==> src/rtl/bls_pkg.sv <==
package bls_pkg;

   // port field width of every coordinate
   localparam int PIX_BITS = 6;

   // default coordinate width inside the tile
   localparam int COORD_BITS_DEF = 6;

   // controller state codes
   localparam logic ST_IDLE = 1'b0;
   localparam logic ST_RUN  = 1'b1;

   // one line segment request
   typedef struct packed {
      logic [PIX_BITS-1:0] start_x;
      logic [PIX_BITS-1:0] start_y;
      logic [PIX_BITS-1:0] end_x;
      logic [PIX_BITS-1:0] end_y;
   } req_type;

   // one interior pixel
   typedef struct packed {
      logic [PIX_BITS-1:0] pixel_x;
      logic [PIX_BITS-1:0] pixel_y;
      logic                last;
   } rsp_type;

   // controller to datapath
   typedef struct packed {
      logic load;
      logic step;
   } cmd_type;

   // datapath to controller
   typedef struct packed {
      logic short_line;
      logic last_pixel;
   } sts_type;

endpackage

==> src/rtl/bls_ctrl.sv <==
module bls_ctrl (
   input  logic              clock,
   input  logic              reset,
   input  logic              req_valid,
   output logic              req_ready,
   output logic              rsp_valid,
   input  logic              rsp_ready,
   input  bls_pkg::sts_type  sts,
   output bls_pkg::cmd_type  cmd
);

   logic state_ff;
   logic state_in;
   logic rsp_valid_ff;
   logic rsp_valid_in;
   logic slot_free;

   // output register can take a new pixel
   assign slot_free = !rsp_valid_ff || rsp_ready;

   assign req_ready = (state_ff == bls_pkg::ST_IDLE);
   assign rsp_valid = rsp_valid_ff;

   assign cmd.load = req_valid && req_ready;
   assign cmd.step = (state_ff == bls_pkg::ST_RUN) && slot_free;

   // next state
   always_comb begin
      state_in = state_ff;
      case (state_ff)
         bls_pkg::ST_IDLE: begin
            if (cmd.load && !sts.short_line) begin
               state_in = bls_pkg::ST_RUN;
            end
         end
         bls_pkg::ST_RUN: begin
            if (cmd.step && sts.last_pixel) begin
               state_in = bls_pkg::ST_IDLE;
            end
         end
         default: begin
            state_in = bls_pkg::ST_IDLE;
         end
      endcase
   end

   // output valid flag
   always_comb begin
      rsp_valid_in = rsp_valid_ff;
      if (cmd.step) begin
         rsp_valid_in = 1'b1;
      end else if (rsp_ready) begin
         rsp_valid_in = 1'b0;
      end
   end

   always_ff @(posedge clock) begin
      if (reset) begin
         state_ff     <= bls_pkg::ST_IDLE;
         rsp_valid_ff <= 1'b0;
      end else begin
         state_ff     <= state_in;
         rsp_valid_ff <= rsp_valid_in;
      end
   end

endmodule

==> src/rtl/bls_datapath.sv <==
module bls_datapath #(
   parameter int COORD_BITS = bls_pkg::COORD_BITS_DEF
) (
   input  logic              clock,
   input  bls_pkg::req_type  req_data,
   output bls_pkg::rsp_type  rsp_data,
   input  bls_pkg::cmd_type  cmd,
   output bls_pkg::sts_type  sts
);

   localparam int CB = COORD_BITS;
   // error term holds values from -4*2^CB to 4*2^CB-1
   localparam int EW = COORD_BITS + 3;

   logic [CB-1:0] ax;
   logic [CB-1:0] ay;
   logic [CB-1:0] bx;
   logic [CB-1:0] by;
   logic [CB-1:0] dx_abs;
   logic [CB-1:0] dy_abs;
   logic          steep;
   logic [CB-1:0] a_maj;
   logic [CB-1:0] a_min;
   logic [CB-1:0] b_maj;
   logic [CB-1:0] b_min;
   logic [CB-1:0] lo_maj;
   logic [CB-1:0] lo_min;
   logic [CB-1:0] hi_min;
   logic [CB-1:0] dmaj;
   logic [CB-1:0] dmin;

   logic [CB-1:0]        maj_ff, maj_in;
   logic [CB-1:0]        mnr_ff, mnr_in;
   logic signed [EW-1:0] e_ff, e_in;
   logic signed [EW-1:0] dmin2_ff;
   logic signed [EW-1:0] dmaj2_ff;
   logic                 down_ff;
   logic                 steep_ff;
   logic [CB-1:0]        cnt_ff;
   logic signed [EW-1:0] e_sum;
   bls_pkg::rsp_type     rsp_ff;
   bls_pkg::rsp_type     rsp_in;

   // masked endpoints
   assign ax = req_data.start_x[CB-1:0];
   assign ay = req_data.start_y[CB-1:0];
   assign bx = req_data.end_x[CB-1:0];
   assign by = req_data.end_y[CB-1:0];

   // axis lengths and steep test
   assign dx_abs = (ax >= bx) ? (ax - bx) : (bx - ax);
   assign dy_abs = (ay >= by) ? (ay - by) : (by - ay);
   assign steep  = dy_abs > dx_abs;

   // walk along the major axis
   assign a_maj = steep ? ay : ax;
   assign a_min = steep ? ax : ay;
   assign b_maj = steep ? by : bx;
   assign b_min = steep ? bx : by;

   // start from the lower end of the major axis
   assign lo_maj = (a_maj > b_maj) ? b_maj : a_maj;
   assign lo_min = (a_maj > b_maj) ? b_min : a_min;
   assign hi_min = (a_maj > b_maj) ? a_min : b_min;

   assign dmaj = steep ? dy_abs : dx_abs;
   assign dmin = steep ? dx_abs : dy_abs;

   // major length of zero or one gives no interior pixel
   assign sts.short_line = (dmaj <= CB'(1));
   assign sts.last_pixel = (cnt_ff == CB'(1));

   // one bresenham step
   assign e_sum = e_ff + dmin2_ff;

   always_comb begin
      maj_in = maj_ff + CB'(1);
      mnr_in = mnr_ff;
      e_in   = e_sum;
      if (!e_sum[EW-1]) begin
         mnr_in = down_ff ? (mnr_ff - CB'(1)) : (mnr_ff + CB'(1));
         e_in   = e_sum - dmaj2_ff;
      end
   end

   // swap back for steep lines
   always_comb begin
      if (steep_ff) begin
         rsp_in.pixel_x = bls_pkg::PIX_BITS'(mnr_in);
         rsp_in.pixel_y = bls_pkg::PIX_BITS'(maj_in);
      end else begin
         rsp_in.pixel_x = bls_pkg::PIX_BITS'(maj_in);
         rsp_in.pixel_y = bls_pkg::PIX_BITS'(mnr_in);
      end
      rsp_in.last = sts.last_pixel;
   end

   // line setup on accept, one pixel per step
   always_ff @(posedge clock) begin
      if (cmd.load) begin
         maj_ff   <= lo_maj;
         mnr_ff   <= lo_min;
         // first step adds 2*dmin, so start at -dmaj
         e_ff     <= -$signed(EW'(dmaj));
         dmin2_ff <= $signed(EW'({dmin, 1'b0}));
         dmaj2_ff <= $signed(EW'({dmaj, 1'b0}));
         down_ff  <= hi_min < lo_min;
         steep_ff <= steep;
         cnt_ff   <= dmaj - CB'(1);
      end else if (cmd.step) begin
         maj_ff <= maj_in;
         mnr_ff <= mnr_in;
         e_ff   <= e_in;
         cnt_ff <= cnt_ff - CB'(1);
      end
   end

   // output register
   always_ff @(posedge clock) begin
      if (cmd.step) begin
         rsp_ff <= rsp_in;
      end
   end

   assign rsp_data = rsp_ff;

endmodule

==> src/rtl/bresenham_line_stepper.sv <==
// channel   direction  handshake              payload
// request   in         req_valid / req_ready  req_data  (bls_pkg::req_type)
// pixel     out        rsp_valid / rsp_ready  rsp_data  (bls_pkg::rsp_type)
//
// a request is set up in the cycle it is accepted, then the stepper makes
// one interior pixel per cycle while rsp_ready does not stall the output;
// a line with no interior pixel makes no pixel at all.
// the next request is taken once the last pixel enters the output register.
// reset clears the controller and the output valid flag only.
// a stalled rsp_ready holds the pixel in the output register and stops stepping.
module bresenham_line_stepper #(
   parameter int COORD_BITS = bls_pkg::COORD_BITS_DEF
) (
   input  logic              clock,
   input  logic              reset,
   input  logic              req_valid,
   output logic              req_ready,
   input  bls_pkg::req_type  req_data,
   output logic              rsp_valid,
   input  logic              rsp_ready,
   output bls_pkg::rsp_type  rsp_data
);

   bls_pkg::cmd_type cmd;
   bls_pkg::sts_type sts;

   // sequencing
   bls_ctrl u_ctrl (
      .clock     (clock),
      .reset     (reset),
      .req_valid (req_valid),
      .req_ready (req_ready),
      .rsp_valid (rsp_valid),
      .rsp_ready (rsp_ready),
      .sts       (sts),
      .cmd       (cmd)
   );

   // line setup and stepping
   bls_datapath #(
      .COORD_BITS (COORD_BITS)
   ) u_datapath (
      .clock    (clock),
      .req_data (req_data),
      .rsp_data (rsp_data),
      .cmd      (cmd),
      .sts      (sts)
   );

endmodule
==> config.mk <==
export PLATFORM = sky130hd
export DESIGN_NAME = bresenham_line_stepper
export DESIGN_NICKNAME = d
export VERILOG_FILES = /design/src/rtl/bls_pkg.sv /design/src/rtl/bls_ctrl.sv /design/src/rtl/bls_datapath.sv /design/src/rtl/bresenham_line_stepper.sv
export SDC_FILE = /design/constraint.sdc
export NUM_CORES = 1
export LEC_CHECK = 0
export CAP_MARGIN = 20
export CORE_MARGIN = 2
export CORE_UTILIZATION = 50
export CTS_CLUSTER_SIZE = 30
export DETAILED_ROUTE_END_ITERATION = 6
export DONT_BUFFER_PORTS = 1
export PLACE_DENSITY = 0.77
export REMOVE_ABC_BUFFERS = 1
export SYNTH_ARGS = -nofsm -noshare
export SYNTH_HDL_FRONTEND = slang
export SYNTH_SLANG_ARGS = --single-unit
==> constraint.sdc <==
create_clock -name clock -period 7 [get_ports clock]
set_input_delay 0.35 -clock clock [delete_from_list [all_inputs] [get_ports clock]]
set_output_delay 0.35 -clock clock [all_outputs]
set_load 0.005 [all_outputs]
==> results.toml <==
[outcome]
status = "finished clean"

[worst_setup_path]
critPathKind = "in2reg"
critPathLaunchType = "primary input"
crit_top_cell = "ha_1"
critPathArrivalTime_ps = 6370
worst_ep_required_time_ps = 7190
cpMaxStageDelayCell = "or4_1"
worstPathMaxFanout = 29
cp_slowest_stage_delay_ps = 520
crit_path_end_kind = "flip-flop"

[synth]
synth_edf_count = 53
yosys_warnings = 0
synth_area_leader_cell = "edfxtp_1"
netlist_area_um2 = 5190
ys.flop_type = "edfxtp_1"
postSynthCellCount = 562
async_flop_share = 0
yosys.cell_types.count = 52
yosysTopAreaCellShare = 0.307
synth-seq-cells = 55
synth_area_leaders = "edfxtp_1 31%, ha_1 14%, mux2i_1 8.1%, a21oi_1 5.6%, inv_1 5.1%"
yosysSeqAreaShare = 0.315
syn_avg_cell_area_um2 = 9.23

[timing]
max_slew_margin = 0.567
hold_viol_final = 0
setup_violations = 0
worst_pin_slew_ps = 649
setup_ws_ps = 815
finClkSkew_ps = 12.6
finalCritPeriodShare = 0.884
fmax_mhz = 162
period_needed_ps = 6180
rsz0062_at_grt = "false"
drv_slew = 0

[clock_network]
cts.sinks = 55
numCtsBuffers = 5
ctsLongestPathBuffers = 2
postCtsHoldBufs = 0
clock-root-buffer = "clkbuf_8"
cts_tree = "done"
post_cts_buffers = 0
clk_latency_ps = 310
cts_resized = 0
clkTransAtPathRegs_ps = 110
htreeDepth = 2

[global_routing]
grt_pass1_wl_um = 19900
gr-total-overflow = 0
grt_pass1_vias = 4256
grt_max_degree = 38
antenna_found_initial = 0
track_usage = 0.221

[finish]
regArea_um2 = 1630
n_antenna_cell = 0
syn_to_final_growth_pct = 5.19
n_fill_cell = 922
multiInputGateArea_um2 = 3220
fin_cells = 696
drive_gt1_frac = 0.0714
final_nets = 654

[detailed_routing]
postRouteAntennaNets = 0
num_vias = 4115
met1Wirelength_um = 4860
routed.top_layer = "met4"
drc = 0
route.met3.wl_um = 868
drtIter0Drc = 257
vias_per_cell = 5.91
route.met2.wl_um = 5900
drt-total-wl_um = 11900
drtPass1Iterations = 5
wire_per_inst_um = 17.1

[pwr]
ir_drop_v = 0.000325
sequentialPowerShare = 0.232
swShare = 0.465
p_clk_frac = 0.059
leakage_nw = 2.38
power.switching_mw = 1.42
intPower_mw = 1.64
pwr-share-comb = 0.709
p_per_area_nw_per_um2 = 561

[placement]
dp_slack_ps = 513
dp.cells = 687
dp_hpwl_um = 9610
portBuffers = 0
gp_congestion = 0.924

[floorplanning]
die-area_um2 = 11200
fp.coreArea_um2 = 10200
rows = 37
die_width_um = 106
die_h_um = 106
start_util = 0.509
io_pins = 43

[hold_path]
hp-class = "in2reg"

[flow_run]
cap_violations = 0
## state kept, by name (all words and copies together) (netlist names)
signal / count
u_datapath.rsp_data: 13
u_datapath.e_ff: 8
u_datapath.cnt_ff: 6
u_datapath.dmaj2_ff: 6
u_datapath.dmin2_ff: 6
u_datapath.maj_ff: 6
u_datapath.mnr_ff: 6
u_ctrl.rsp_valid: 1
u_ctrl.state_ff: 1
u_datapath.down_ff: 1
u_datapath.steep_ff: 1
## final timing paths
| kind | startpoint | to | slack (ps) | cells after the start |
|---|---|---|---|---|
| hold reg to reg | u_ctrl.state_ff | u_ctrl.rsp_valid | 510 | 2 |
| hold / removal | reset | u_ctrl.rsp_valid | 90 | 1 |
| setup reg to reg | u_datapath.dmin2_ff[2] | u_datapath.mnr_ff[2] | 3990 | 9 |
| setup / recovery | req_data[12] | u_datapath.down_ff | 820 | 29 |
## power by group through the flow
| stage | Clock, mW | Sequential [mW] | Combinational [mW] |
|---|---|---|---|
| after CTS | 0.183 | 0.712 | 2.17 |
| after global routing | 0.194 | 0.727 | 2.45 |
| after global placement | 0 | 0.710 | 2.05 |
| final | 0.181 | 0.711 | 2.17 |
| after detailed placement | 0 | 0.720 | 2.15 |
| after floorplan | 0 | 0.690 | 1.68 |
## logic make-up after synthesis
family          count (synthesis)  synth area share
xor+xnor                       34            0.0574
simple gates                  125             0.112
mux                            53             0.109
fa+ha+maj                      67             0.172
buf+inv                        91            0.0668
compound gates                137             0.168
flops                          55             0.315
## metal layers
metal	track usage	up-vias
met2	0.386	149
met4	0.0724	0
li1	-	1988
met5	0	-
met3	0.0445	24
met1	0.272	1954
## synthesized netlist by cell type (7+ instances only)
library cell,number
a21o_1,11
a21oi_1,58
clkbuf_1,14
edfxtp_1,53
fa_1,7
ha_1,60
inv_1,70
mux2_2,9
mux2i_1,42
nand2_1,27
nor2_1,46
nor2b_1,7
nor3_1,19
o21ai_0,22
xnor2_1,21
xor2_1,13
## placed cells by master (no fill, tap or decap), types with 4 or more instances in the layout
cell,synthesis,final
nand2_1,27,27
fa_1,7,7
o21ai_0,22,21
o211ai_1,5,5
nand4_1,5,5
xnor2_1,21,21
mux2_2,9,9
a21o_1,11,11
buf_4,0,10
and2_1,4,4
inv_1,70,70
ha_1,60,60
nor3_1,19,18
xor2_1,13,13
o21a_1,6,6
clkbuf_8,0,5
nor2_1,46,46
nor2b_1,7,7
mux2i_1,42,42
a21oi_1,58,57
edfxtp_1,53,53
nand3_1,6,6
## cell type report
type,instances,share of cell area
multi-input cells,416,0.590
clock inverters,3,0.00413
repair buffers,10,0.0138
inverters,71,0.0489
flip-flops and latches,55,0.299
well taps,136,0.0312
clock buffers,5,0.0126
## worst max-delay path: cells and delay by family
kind | cells | cell delay, ps
muxes | 1 | 380
AOI/OAI and AO/OA | 12 | 2050
buffers and inverters | 6 | 980
and+or+nand+nor | 5 | 1130
adders and majority gates | 5 | 1480
## metrics by stage
stage	util	power, mW	hold WS [ps]	TNS [ps]	cell area [um^2]
2_1_floorplan	-	2.37	422	-4660	5110
3_3_place_gp	0.526	2.76	424	0	5360
3_5_place_dp	0.526	2.87	426	0	5360
4_1_cts	0.535	3.06	85.2	0	5450
5_1_grt	0.536	3.37	81.6	0	5460
6_report	0.536	3.06	90.0	0	5460
No activity file was read; power rests on OpenSTA's default activity.
